File: config.mk
export PLATFORM = sky130hd
export DESIGN_NAME = sensor_to_midi_event_encoder_top
export DESIGN_NICKNAME = d
export VERILOG_FILES = /design/src/sv/smee_pkg.sv /design/src/sv/smee_track.sv /design/src/sv/smee_emit.sv /design/src/sv/sensor_to_midi_event_encoder_top.sv
export SDC_FILE = /design/constraint.sdc
export NUM_CORES = 1
export LEC_CHECK = 0
export BUFFER_PORTS_ARGS = -buffer_cell sky130_fd_sc_hd__buf_2
export CAP_MARGIN = 20
export CELL_PAD_IN_SITES_DETAIL_PLACEMENT = 0
export CELL_PAD_IN_SITES_GLOBAL_PLACEMENT = 1
export CORE_MARGIN = 3
export CORE_UTILIZATION = 49
export DETAILED_ROUTE_END_ITERATION = 7
export GPL_TIMING_DRIVEN = 0
export PLACE_DENSITY = 0.81
export SYNTH_ARGS = -nofsm -noshare
export SYNTH_HDL_FRONTEND = slang
export SYNTH_SLANG_ARGS = --single-unit
File: constraint.sdc
create_clock -name i_clk -period 5.8 [get_ports i_clk]
set_input_delay 1.16 -clock i_clk [delete_from_list [all_inputs] [get_ports i_clk]]
set_output_delay 1.16 -clock i_clk [all_outputs]
set_load 0.01 [all_outputs]
File: src/sv/smee_pkg.sv
// ----------------------------------------------------------------------------
// Sensor to MIDI event encoder package
// Shared types, register indexes, reset values and MIDI constants.
// ----------------------------------------------------------------------------
package smee_pkg;

    // Widest sensor channel count the block supports.
    localparam int MAX_CH = 8;

    // Configuration register indexes.
    localparam logic [2:0] CFG_THRESHOLD = 3'd0;
    localparam logic [2:0] CFG_VELOCITY  = 3'd1;
    localparam logic [2:0] CFG_NOTE_CH0  = 3'd2;
    localparam logic [2:0] CFG_NOTE_CH1  = 3'd3;
    localparam logic [2:0] CFG_NOTE_CH2  = 3'd4;
    localparam logic [2:0] CFG_PROGRAM_A = 3'd5;
    localparam logic [2:0] CFG_PROGRAM_B = 3'd6;
    localparam logic [2:0] CFG_PROGRAM_C = 3'd7;

    // Register reset values.
    localparam logic [9:0] RST_THRESHOLD = 10'd200;
    localparam logic [6:0] RST_VELOCITY  = 7'h40;
    localparam logic [6:0] RST_NOTE_CH0  = 7'd87;
    localparam logic [6:0] RST_NOTE_CH1  = 7'd69;
    localparam logic [6:0] RST_NOTE_CH2  = 7'd51;
    localparam logic [6:0] RST_PROGRAM_A = 7'h01;
    localparam logic [6:0] RST_PROGRAM_B = 7'h41;
    localparam logic [6:0] RST_PROGRAM_C = 7'h19;

    // MIDI constants.
    localparam logic [7:0] NOTE_ON_STATUS  = 8'h90;
    localparam logic [7:0] PROGRAM_STATUS  = 8'hC0;
    localparam logic [6:0] DEFAULT_NOTE    = 7'd60;
    localparam logic [6:0] NOTE_OFF_VEL    = 7'h00;

    // Conversion phase at which a sample is taken, and instrument count limit.
    localparam logic [1:0] SAMPLE_PHASE    = 2'd2;
    localparam logic [1:0] LAST_INSTRUMENT = 2'd2;

    // Program change messages go to MIDI channels 0 .. 2.
    localparam logic [1:0] LAST_PROG_CH    = 2'd2;

    // Byte positions inside a message.
    localparam logic [1:0] BYTE_STATUS = 2'd0;
    localparam logic [1:0] BYTE_DATA1  = 2'd1;
    localparam logic [1:0] BYTE_DATA2  = 2'd2;

    typedef struct packed {
        logic [9:0] threshold;
        logic [6:0] velocity;
        logic [6:0] note_ch0;
        logic [6:0] note_ch1;
        logic [6:0] note_ch2;
        logic [6:0] program_a;
        logic [6:0] program_b;
        logic [6:0] program_c;
    } t_cfg;

    // Work handed from the tracker to the byte sequencer for one tick.
    typedef struct packed {
        logic              load;
        logic [MAX_CH-1:0] changed;
        logic [MAX_CH-1:0] level;
        logic              prog;
        logic [6:0]        prog_num;
    } t_job;

endpackage

File: src/sv/smee_track.sv
// ----------------------------------------------------------------------------
// Sensor to MIDI event encoder: input register and sensor state
// Registers each item, samples beam levels and builds the message job of a tick.
// ----------------------------------------------------------------------------
module smee_track #(
    parameter int SENSOR_CHANNELS = 3
) (
    input  logic          i_clk,
    input  logic          i_rst_n,
    input  logic          i_accept,
    input  logic          i_req_type,
    input  logic [9:0]    i_adc_value,
    input  logic          i_button_level,
    input  smee_pkg::t_cfg i_cfg,
    output smee_pkg::t_job o_job,
    output logic          o_tick_pending
);
    import smee_pkg::*;

    localparam int CH_W = (SENSOR_CHANNELS > 1) ? $clog2(SENSOR_CHANNELS) : 1;

    logic                       r_in_valid;
    logic                       r_in_req;
    logic [9:0]                 r_in_adc;
    logic                       r_in_btn;
    logic [1:0]                 r_conv_phase;
    logic [CH_W-1:0]            r_sample_ch;
    logic [SENSOR_CHANNELS-1:0] r_hand_present;
    logic [SENSOR_CHANNELS-1:0] r_hand_before;
    logic [1:0]                 r_instr_idx;
    logic                       r_button_before;

    logic            conv;
    logic            tick;
    logic            press;
    logic            above;
    logic [1:0]      n_conv_phase;
    logic [CH_W-1:0] n_sample_ch;
    logic [1:0]      n_instr_idx;
    logic [6:0]      prog_num;

    assign conv  = r_in_valid & ~r_in_req;
    assign tick  = r_in_valid & r_in_req;
    assign press = tick & ~r_in_btn & r_button_before;
    assign above = (r_in_adc > i_cfg.threshold);

    assign n_conv_phase = (r_conv_phase == SAMPLE_PHASE) ? 2'd0 : r_conv_phase + 2'd1;
    assign n_sample_ch  = (r_sample_ch == CH_W'(SENSOR_CHANNELS - 1)) ?
                          '0 : r_sample_ch + CH_W'(1);
    assign n_instr_idx  = (r_instr_idx == LAST_INSTRUMENT) ? 2'd0 : r_instr_idx + 2'd1;

    always_comb begin
        unique case (n_instr_idx)
            2'd1:    prog_num = i_cfg.program_b;
            2'd2:    prog_num = i_cfg.program_c;
            default: prog_num = i_cfg.program_a;
        endcase
    end

    always_comb begin
        o_job.load     = tick;
        o_job.changed  = MAX_CH'(r_hand_present ^ r_hand_before);
        o_job.level    = MAX_CH'(r_hand_present);
        o_job.prog     = press;
        o_job.prog_num = prog_num;
    end

    assign o_tick_pending = tick;

    always_ff @(posedge i_clk) begin
        if (i_accept) begin
            r_in_req <= i_req_type;
            r_in_adc <= i_adc_value;
            r_in_btn <= i_button_level;
        end
    end

    always_ff @(posedge i_clk) begin
        if (!i_rst_n) begin
            r_in_valid      <= 1'b0;
            r_conv_phase    <= 2'd0;
            r_sample_ch     <= '0;
            r_hand_present  <= '0;
            r_hand_before   <= '0;
            r_instr_idx     <= 2'd0;
            r_button_before <= 1'b1;
        end else begin
            r_in_valid <= i_accept;
            if (conv) begin
                r_conv_phase <= n_conv_phase;
                if (n_conv_phase == SAMPLE_PHASE) begin
                    for (int i = 0; i < SENSOR_CHANNELS; i++) begin
                        if (r_sample_ch == CH_W'(i)) begin
                            r_hand_present[i] <= above;
                        end
                    end
                    r_sample_ch <= n_sample_ch;
                end
            end
            if (tick) begin
                r_hand_before   <= r_hand_present;
                r_button_before <= r_in_btn;
                if (press) begin
                    r_instr_idx <= n_instr_idx;
                end
            end
        end
    end

endmodule

File: src/sv/smee_emit.sv
// ----------------------------------------------------------------------------
// Sensor to MIDI event encoder: byte sequencer
// Sends one tick's messages a byte per cycle, unless stalled, via an output register.
// ----------------------------------------------------------------------------
module smee_emit #(
    parameter int SENSOR_CHANNELS = 3
) (
    input  logic           i_clk,
    input  logic           i_rst_n,
    input  smee_pkg::t_job i_job,
    input  smee_pkg::t_cfg i_cfg,
    input  logic           i_stall,
    output logic           o_valid,
    output logic [7:0]     o_midi_byte,
    output logic           o_last_byte,
    output logic           o_busy
);
    import smee_pkg::*;

    logic [SENSOR_CHANNELS-1:0] r_pend;
    logic [SENSOR_CHANNELS-1:0] r_level;
    logic                       r_prog;
    logic [6:0]                 r_prog_num;
    logic [1:0]                 r_sub;
    logic [1:0]                 r_pk;
    logic                       r_out_valid;
    logic [7:0]                 r_out_byte;
    logic                       r_out_last;

    logic [SENSOR_CHANNELS-1:0] cur_onehot;
    logic [SENSOR_CHANNELS-1:0] rest;
    logic [2:0]                 cur_ch;
    logic                       cur_level;
    logic [6:0]                 cur_note;
    logic                       in_notes;
    logic                       advance;
    logic [7:0]                 n_byte;
    logic                       n_last;

    // Lowest channel still waiting for its message.
    assign cur_onehot = r_pend & (~r_pend + SENSOR_CHANNELS'(1));
    assign rest       = r_pend & ~cur_onehot;
    assign in_notes   = |r_pend;
    assign o_busy     = in_notes | r_prog;
    assign advance    = o_busy & (~r_out_valid | ~i_stall);

    always_comb begin
        cur_ch    = 3'd0;
        cur_level = 1'b0;
        for (int i = 0; i < SENSOR_CHANNELS; i++) begin
            if (cur_onehot[i]) begin
                cur_ch    = cur_ch | 3'(i);
                cur_level = r_level[i];
            end
        end
    end

    always_comb begin
        unique case (cur_ch)
            3'd0:    cur_note = i_cfg.note_ch0;
            3'd1:    cur_note = i_cfg.note_ch1;
            3'd2:    cur_note = i_cfg.note_ch2;
            default: cur_note = DEFAULT_NOTE;
        endcase
    end

    always_comb begin
        n_byte = 8'h00;
        n_last = 1'b0;
        if (in_notes) begin
            unique case (r_sub)
                BYTE_STATUS: n_byte = NOTE_ON_STATUS | {5'b0, cur_ch};
                BYTE_DATA1:  n_byte = {1'b0, cur_note};
                default:     n_byte = {1'b0, cur_level ? i_cfg.velocity : NOTE_OFF_VEL};
            endcase
            n_last = (r_sub == BYTE_DATA2) && (rest == '0) && !r_prog;
        end else begin
            if (r_sub == BYTE_STATUS) begin
                n_byte = PROGRAM_STATUS | {6'b0, r_pk};
            end else begin
                n_byte = {1'b0, r_prog_num};
            end
            n_last = (r_pk == LAST_PROG_CH) && (r_sub == BYTE_DATA1);
        end
    end

    always_ff @(posedge i_clk) begin
        if (i_job.load) begin
            r_level    <= i_job.level[SENSOR_CHANNELS-1:0];
            r_prog_num <= i_job.prog_num;
        end
        if (advance) begin
            r_out_byte <= n_byte;
            r_out_last <= n_last;
        end
    end

    always_ff @(posedge i_clk) begin
        if (!i_rst_n) begin
            r_pend      <= '0;
            r_prog      <= 1'b0;
            r_sub       <= BYTE_STATUS;
            r_pk        <= 2'd0;
            r_out_valid <= 1'b0;
        end else begin
            if (i_job.load) begin
                r_pend <= i_job.changed[SENSOR_CHANNELS-1:0];
                r_prog <= i_job.prog;
                r_sub  <= BYTE_STATUS;
                r_pk   <= 2'd0;
            end else if (advance) begin
                if (in_notes) begin
                    if (r_sub == BYTE_DATA2) begin
                        r_sub  <= BYTE_STATUS;
                        r_pend <= rest;
                    end else begin
                        r_sub <= r_sub + 2'd1;
                    end
                end else begin
                    if (r_sub == BYTE_DATA1) begin
                        r_sub <= BYTE_STATUS;
                        if (r_pk == LAST_PROG_CH) begin
                            r_prog <= 1'b0;
                            r_pk   <= 2'd0;
                        end else begin
                            r_pk <= r_pk + 2'd1;
                        end
                    end else begin
                        r_sub <= BYTE_DATA1;
                    end
                end
            end
            if (advance) begin
                r_out_valid <= 1'b1;
            end else if (!i_stall) begin
                r_out_valid <= 1'b0;
            end
        end
    end

    assign o_valid     = r_out_valid;
    assign o_midi_byte = r_out_byte;
    assign o_last_byte = r_out_last;

endmodule

File: src/sv/sensor_to_midi_event_encoder_top.sv
// ----------------------------------------------------------------------------
// Sensor to MIDI event encoder
// Turns beam sensor conversions and timer ticks into a stream of MIDI bytes.
// ----------------------------------------------------------------------------
// A conversion item produces no bytes; every third conversion samples the
// current sensor channel against the threshold and moves on to the next
// channel. A tick item produces three bytes of note-on (velocity zero for a
// released beam) for each channel whose hand flag changed, followed by six
// bytes of program change on MIDI channels 0 to 2 when the button went from
// released to pressed, so at most 3*SENSOR_CHANNELS+6 bytes. Items pass
// through an input register, and a tick is handed to the byte sequencer,
// which sends one byte per cycle into the output register while the output
// is not stalled; a tick goes from the input register into the sequencer,
// and its first byte then into the output register. Conversions are accepted
// every cycle, also while a tick is being sent. A further tick is held off
// (stall high) while the previous tick is in the input register or the
// sequencer still has bytes to send. Stall on the output side only pauses
// the sequencer. The last byte of each tick carries o_last_byte. Configuration
// writes are always accepted and should be made while no item is in flight.
// ----------------------------------------------------------------------------
module sensor_to_midi_event_encoder_top #(
    parameter int SENSOR_CHANNELS = 3
) (
    input  logic       i_clk,
    input  logic       i_rst_n,
    // Item input channel.
    input  logic       i_valid,
    output logic       o_stall,
    input  logic       i_req_type,
    input  logic [9:0] i_adc_value,
    input  logic       i_button_level,
    // Byte output channel.
    output logic       o_valid,
    input  logic       i_stall,
    output logic [7:0] o_midi_byte,
    output logic       o_last_byte,
    // Configuration write channel.
    input  logic       i_cfg_valid,
    output logic       o_cfg_ready,
    input  logic [2:0] i_cfg_index,
    input  logic [9:0] i_cfg_data
);
    import smee_pkg::*;

    t_cfg r_cfg;
    t_job job;
    logic tick_pending;
    logic emit_busy;
    logic accept;

    // Only ticks wait for the sequencer; conversions always pass.
    assign o_stall     = i_req_type & (tick_pending | emit_busy);
    assign accept      = i_valid & ~o_stall;
    assign o_cfg_ready = 1'b1;

    // Configuration registers; values are masked to their register widths.
    always_ff @(posedge i_clk) begin
        if (!i_rst_n) begin
            r_cfg.threshold <= RST_THRESHOLD;
            r_cfg.velocity  <= RST_VELOCITY;
            r_cfg.note_ch0  <= RST_NOTE_CH0;
            r_cfg.note_ch1  <= RST_NOTE_CH1;
            r_cfg.note_ch2  <= RST_NOTE_CH2;
            r_cfg.program_a <= RST_PROGRAM_A;
            r_cfg.program_b <= RST_PROGRAM_B;
            r_cfg.program_c <= RST_PROGRAM_C;
        end else if (i_cfg_valid) begin
            unique case (i_cfg_index)
                CFG_THRESHOLD: r_cfg.threshold <= i_cfg_data;
                CFG_VELOCITY:  r_cfg.velocity  <= i_cfg_data[6:0];
                CFG_NOTE_CH0:  r_cfg.note_ch0  <= i_cfg_data[6:0];
                CFG_NOTE_CH1:  r_cfg.note_ch1  <= i_cfg_data[6:0];
                CFG_NOTE_CH2:  r_cfg.note_ch2  <= i_cfg_data[6:0];
                CFG_PROGRAM_A: r_cfg.program_a <= i_cfg_data[6:0];
                CFG_PROGRAM_B: r_cfg.program_b <= i_cfg_data[6:0];
                CFG_PROGRAM_C: r_cfg.program_c <= i_cfg_data[6:0];
            endcase
        end
    end

    smee_track #(
        .SENSOR_CHANNELS(SENSOR_CHANNELS)
    ) u_track (
        .i_clk          (i_clk),
        .i_rst_n        (i_rst_n),
        .i_accept       (accept),
        .i_req_type     (i_req_type),
        .i_adc_value    (i_adc_value),
        .i_button_level (i_button_level),
        .i_cfg          (r_cfg),
        .o_job          (job),
        .o_tick_pending (tick_pending)
    );

    smee_emit #(
        .SENSOR_CHANNELS(SENSOR_CHANNELS)
    ) u_emit (
        .i_clk       (i_clk),
        .i_rst_n     (i_rst_n),
        .i_job       (job),
        .i_cfg       (r_cfg),
        .i_stall     (i_stall),
        .o_valid     (o_valid),
        .o_midi_byte (o_midi_byte),
        .o_last_byte (o_last_byte),
        .o_busy      (emit_busy)
    );

    // A new tick job must never land on a sequencer that is still sending.
    a_load_idle: assert property (@(posedge i_clk) disable iff (!i_rst_n)
        job.load |-> !emit_busy)
        else $error("tick job loaded while sequencer busy");

    // The sequencer only becomes busy because a job was loaded.
    a_busy_from_load: assert property (@(posedge i_clk) disable iff (!i_rst_n)
        $rose(emit_busy) |-> $past(job.load))
        else $error("sequencer busy without a job");

    // With bytes to send and an empty output register, a byte follows next cycle.
    a_no_bubble: assert property (@(posedge i_clk) disable iff (!i_rst_n)
        (emit_busy && !o_valid) |=> o_valid)
        else $error("sequencer left the output register empty");

    // An accepted tick always finds the sequencer free.
    a_tick_accept: assert property (@(posedge i_clk) disable iff (!i_rst_n)
        (accept && i_req_type) |-> (!emit_busy && !tick_pending))
        else $error("tick accepted while another tick was in flight");

endmodule
==> impl_results.html <==
<table>
<tr><th>Metric</th><th>Value</th></tr>
<tr><th colspan="2">Synthesis</th></tr>
<tr><td>Seq/Total Area, Yosys</td><td>50.9%</td></tr>
<tr><td>Proportion of synthesized flip-flops having asynchronous set or reset</td><td>0%</td></tr>
<tr><td>Number of synthesized flops with an enable pin</td><td>31</td></tr>
<tr><td>Post-synth design cell area</td><td>0.00505 sq mm</td></tr>
<tr><td>Post-synth net total</td><td>607</td></tr>
<tr><td>Post-synthesis cell type count</td><td>55</td></tr>
<tr><td>Number of instances in the synthesized netlist</td><td>567</td></tr>
<tr><td>Mean Syn Cell Area</td><td>8.91 sq um</td></tr>
<tr><td>Dominant register cell in the synthesized netlist</td><td>sky130_fd_sc_hd__dfxtp_1</td></tr>
<tr><td>Post-synthesis register bit count</td><td>113</td></tr>
<tr><td>Warning count from the yosys run</td><td>0</td></tr>
<tr><th colspan="2">Clock tree</th></tr>
<tr><td>Library cell used as clock root buffer</td><td>sky130_fd_sc_hd__clkbuf_8</td></tr>
<tr><td>Number of CTS-inserted buffers</td><td>17</td></tr>
<tr><td>Number of hold-repair buffers added at the cts stage</td><td>0</td></tr>
<tr><td>Clk buf depth</td><td>2</td></tr>
<tr><td>Post-CTS clock slew at the launch and capture registers of the worst setup and hold paths</td><td>0.05 ns</td></tr>
<tr><td>Number of levels the H-tree was split into</td><td>4</td></tr>
<tr><td>Number of clock sinks seen by CTS</td><td>113</td></tr>
<tr><td>Number of buffers added for setup after CTS</td><td>0</td></tr>
<tr><td>Clock latency on the worst-skew pair</td><td>0.51 ns</td></tr>
<tr><td>TritonCTS clock tree</td><td>yes</td></tr>
<tr><td>Post-CTS Resized</td><td>0</td></tr>
<tr><th colspan="2">STA</th></tr>
<tr><td>Highest attainable clock frequency</td><td>311 MHz</td></tr>
<tr><td>Final-report max-slew violation count</td><td>0</td></tr>
<tr><td>Slew at the pin closest to its max-slew limit</td><td>0.705 ns</td></tr>
<tr><td>Endpoints failing hold</td><td>0</td></tr>
<tr><td>Worst rel slew slack</td><td>52.4%</td></tr>
<tr><td>Endpoints failing setup</td><td>0</td></tr>
<tr><td>Final period utilization</td><td>55.4%</td></tr>
<tr><td>Clock period minus final worst setup slack</td><td>3.22 ns</td></tr>
<tr><td>Worst clock skew on the final layout</td><td>0.00778 ns</td></tr>
<tr><td>Post-layout worst setup margin</td><td>2.58 ns</td></tr>
<tr><td>Final worst hold slack</td><td>0.458 ns</td></tr>
<tr><td>Total negative slack</td><td>0 ns</td></tr>
<tr><td>Unrepaired setup endpoints after global routing</td><td>false</td></tr>
<tr><th colspan="2">Floorplanning</th></tr>
<tr><td>Area of the die</td><td>0.0116 sq mm</td></tr>
<tr><td>Number of rows created at floorplan</td><td>36</td></tr>
<tr><td>Width of the die</td><td>108 um</td></tr>
<tr><td>Standard cell core area</td><td>0.00991 sq mm</td></tr>
<tr><td>Initial Util</td><td>51.0%</td></tr>
<tr><td>Number of I/O pins</td><td>42</td></tr>
<tr><td>Die height</td><td>108 um</td></tr>
<tr><th colspan="2">Setup path</th></tr>
<tr><td>Element type at the critical path end</td><td>primary output</td></tr>
<tr><td>Startpoint of the worst register-to-register path</td><td>u_track.r_in_req$_DFFE_PP_</td></tr>
<tr><td>Nature of the critical path startpoint</td><td>register</td></tr>
<tr><td>Slack of the worst reg-to-reg path</td><td>3.54 ns</td></tr>
<tr><td>Worst setup path startpoint</td><td>u_track.r_in_req$_DFFE_PP_</td></tr>
<tr><td>Highest fanout seen on the critical path</td><td>18</td></tr>
<tr><td>Path type of the worst setup path</td><td>reg2out</td></tr>
<tr><td>Crit path DAT</td><td>2.06 ns</td></tr>
<tr><td>Data required time at the worst endpoint</td><td>4.64 ns</td></tr>
<tr><td>Count of cells along the worst register-to-register path</td><td>4</td></tr>
<tr><th colspan="2">GRT</th></tr>
<tr><td>Pin count of the biggest net entering global routing</td><td>19</td></tr>
<tr><td>Number of global-route vias before repair</td><td>3788</td></tr>
<tr><td>Antenna violations before repair</td><td>0</td></tr>
<tr><td>All-layer global routing usage</td><td>22.3%</td></tr>
<tr><td>Wire length of the first global-routing pass</td><td>19.4 mm</td></tr>
<tr><td>Total grt overflow</td><td>0</td></tr>
<tr><th colspan="2">Final layout</th></tr>
<tr><td>Number of nets at the end of the flow</td><td>656</td></tr>
<tr><td>Commonest non-fill, non-tap cell in the layout</td><td>sky130_fd_sc_hd__nand2_1</td></tr>
<tr><td>Ratio of cells with drive above 1 in the final layout</td><td>14.1%</td></tr>
<tr><td>Total non-filler cell area in the finished layout</td><td>0.00594 sq mm</td></tr>
<tr><td>ANT cells</td><td>0</td></tr>
<tr><td>Layout area overhead</td><td>17.6%</td></tr>
<tr><td>Non-filler cells, final</td><td>762</td></tr>
<tr><td>Commonest cells after routing, fill and taps aside</td><td>sky130_fd_sc_hd__nand2_1, sky130_fd_sc_hd__dfxtp_1, sky130_fd_sc_hd__a21boi_0</td></tr>
<tr><td>Final core occ</td><td>60.0%</td></tr>
<tr><th colspan="2">Route</th></tr>
<tr><td>DRC violation count after routing</td><td>0</td></tr>
<tr><td>Wire length on met2</td><td>5.83 mm</td></tr>
<tr><td>Residual antenna-violating net count after detailed routing</td><td>0</td></tr>
<tr><td>Metal-1 WL</td><td>5.51 mm</td></tr>
<tr><td>Topmost layer with routed signal wires</td><td>met4</td></tr>
<tr><td>Vias after detailed routing</td><td>4041</td></tr>
<tr><td>DR WL/cell</td><td>15.8 um</td></tr>
<tr><td>Detailed-route vias per instance</td><td>5.30</td></tr>
<tr><td>Drt total wl</td><td>12.0 mm</td></tr>
<tr><td>DR WL met3</td><td>549 um</td></tr>
<tr><td>DRT Pass-1 Iters</td><td>5</td></tr>
<tr><td>Number of DRC markers in iteration 0</td><td>219</td></tr>
<tr><th colspan="2">Worst hold path</th></tr>
<tr><td>Hold Crit Start</td><td>r_cfg[20]$_SDFFE_PN0P_</td></tr>
<tr><td>Number of cells on the worst hold path</td><td>2</td></tr>
<tr><td>Path type of the worst min-delay path</td><td>reg2reg</td></tr>
<tr><th colspan="2">Power and ir drop</th></tr>
<tr><td>Worst voltage drop across the vdd grid</td><td>0.183 mV</td></tr>
<tr><td>P_leak</td><td>2.26 nW</td></tr>
<tr><td>Pwr dens</td><td>331 mW/mm^2</td></tr>
<tr><td>Overall power of the completed layout</td><td>1.97 mW</td></tr>
<tr><th colspan="2">Placed design</th></tr>
<tr><td>Instance area after placement</td><td>0.00537 sq mm</td></tr>
<tr><td>Post-DP HPWL</td><td>8.53 mm</td></tr>
<tr><td>Input/output buffers</td><td>30</td></tr>
<tr><td>Weighted congestion at the end of routability-driven global placement</td><td>0.820</td></tr>
<tr><td>Placed Cells</td><td>730</td></tr>
<tr><td>Worst slack at placement</td><td>3.07 ns</td></tr>
<tr><th colspan="2">Status</th></tr>
<tr><td>Outcome</td><td>complete, no violations</td></tr>
<tr><th colspan="2">Job</th></tr>
<tr><td>Max-Cap Viols</td><td>0</td></tr>
</table>
-- cells by family after synthesis --
| family | Yosys count | synth area share [%] |
|---|---|---|
| AOI/OAI and AO/OA | 119 | 16.3 |
| xor gates and xnor gates | 3 | 0.520 |
| adders and majority gates | 10 | 2.48 |
| buffers and inverters | 51 | 4.73 |
| DFF | 113 | 50.9 |
| muxes | 12 | 2.38 |
| other | 1 | 0.0742 |
| and+or+nand+nor | 258 | 22.6 |
-- worst max-delay path: stages, from the launching register on --
cell	delay, ns
sky130_fd_sc_hd__edfxtp_1	0.38
sky130_fd_sc_hd__nand2_1	0.10
sky130_fd_sc_hd__clkinv_1	0.47
sky130_fd_sc_hd__o31ai_4	0.39
sky130_fd_sc_hd__inv_1	0.06
sky130_fd_sc_hd__buf_2	0.14
-- per-layer routing --
layer	vias up	global-route usage, %
met4	0	8.03
met5	-	0
li1	2041	-
met3	15	6.06
met2	107	36.2
met1	1878	28.7
-- path summary, 6_finish.rpt --
path | endpoint
max reg2reg | u_track.r_in_adc[3]$_DFFE_PP_
max | o_stall
min reg2reg | r_cfg[20]$_SDFFE_PN0P_
min | r_cfg[20]$_SDFFE_PN0P_
-- power breakdown --
part	switching (mW)	leakage (nW)	internal (mW)	total, mW
combinational	0.0809	1.01	0.0485	0.129
clock	0.336	0.287	0.647	0.983
sequential	0.0128	0.958	0.840	0.852
total	0.430	2.26	1.54	1.97
-- registers in the layout, summed over array words and instances, names as in the netlist, 2 cells and up --
| register | flops |
|---|---|
| u_track.r_hand_present | 3 |
| u_track.r_instr_idx | 2 |
| u_emit.r_pk | 2 |
| r_cfg | 59 |
| u_emit.r_level | 3 |
| u_track.r_sample_ch | 2 |
| u_emit.r_pend | 3 |
| u_emit.o_midi_byte | 8 |
| u_track.r_conv_phase | 2 |
| u_track.r_hand_before | 3 |
| u_emit.r_prog_num | 7 |
| u_track.r_in_adc | 10 |
| u_emit.r_sub | 2 |
-- cell type report --
| class | instances | area, sq um |
|---|---|---|
| fill | 890 | 3970 |
| sequential | 113 | 2570 |
| multi-input combinational | 403 | 2240 |
| clock buffer | 27 | 523 |
| buffer | 34 | 175 |
| tap | 133 | 166 |
| timing repair buffer | 30 | 150 |
| inverter | 17 | 63.8 |
| clock inverter | 5 | 50.0 |
-- synth_stat cells (10+ instances only) --
cell                       count  share of area [%]
sky130_fd_sc_hd__ha_1         10                2.5
sky130_fd_sc_hd__mux2i_1      12                2.4
sky130_fd_sc_hd__a21boi_0     43                6.4
sky130_fd_sc_hd__a21oi_1      14                1.4
sky130_fd_sc_hd__dfxtp_1      82                 32
sky130_fd_sc_hd__edfxtp_1     31                 18
sky130_fd_sc_hd__nand3_1      30                3.0
sky130_fd_sc_hd__buf_2        11                1.1
sky130_fd_sc_hd__inv_1        16                1.2
sky130_fd_sc_hd__clkbuf_1     15                1.1
sky130_fd_sc_hd__nor2_1       20                1.5
sky130_fd_sc_hd__o21ai_0      23                2.3
sky130_fd_sc_hd__nand2_1     170                 13
Power figures use the tool's default switching activity.
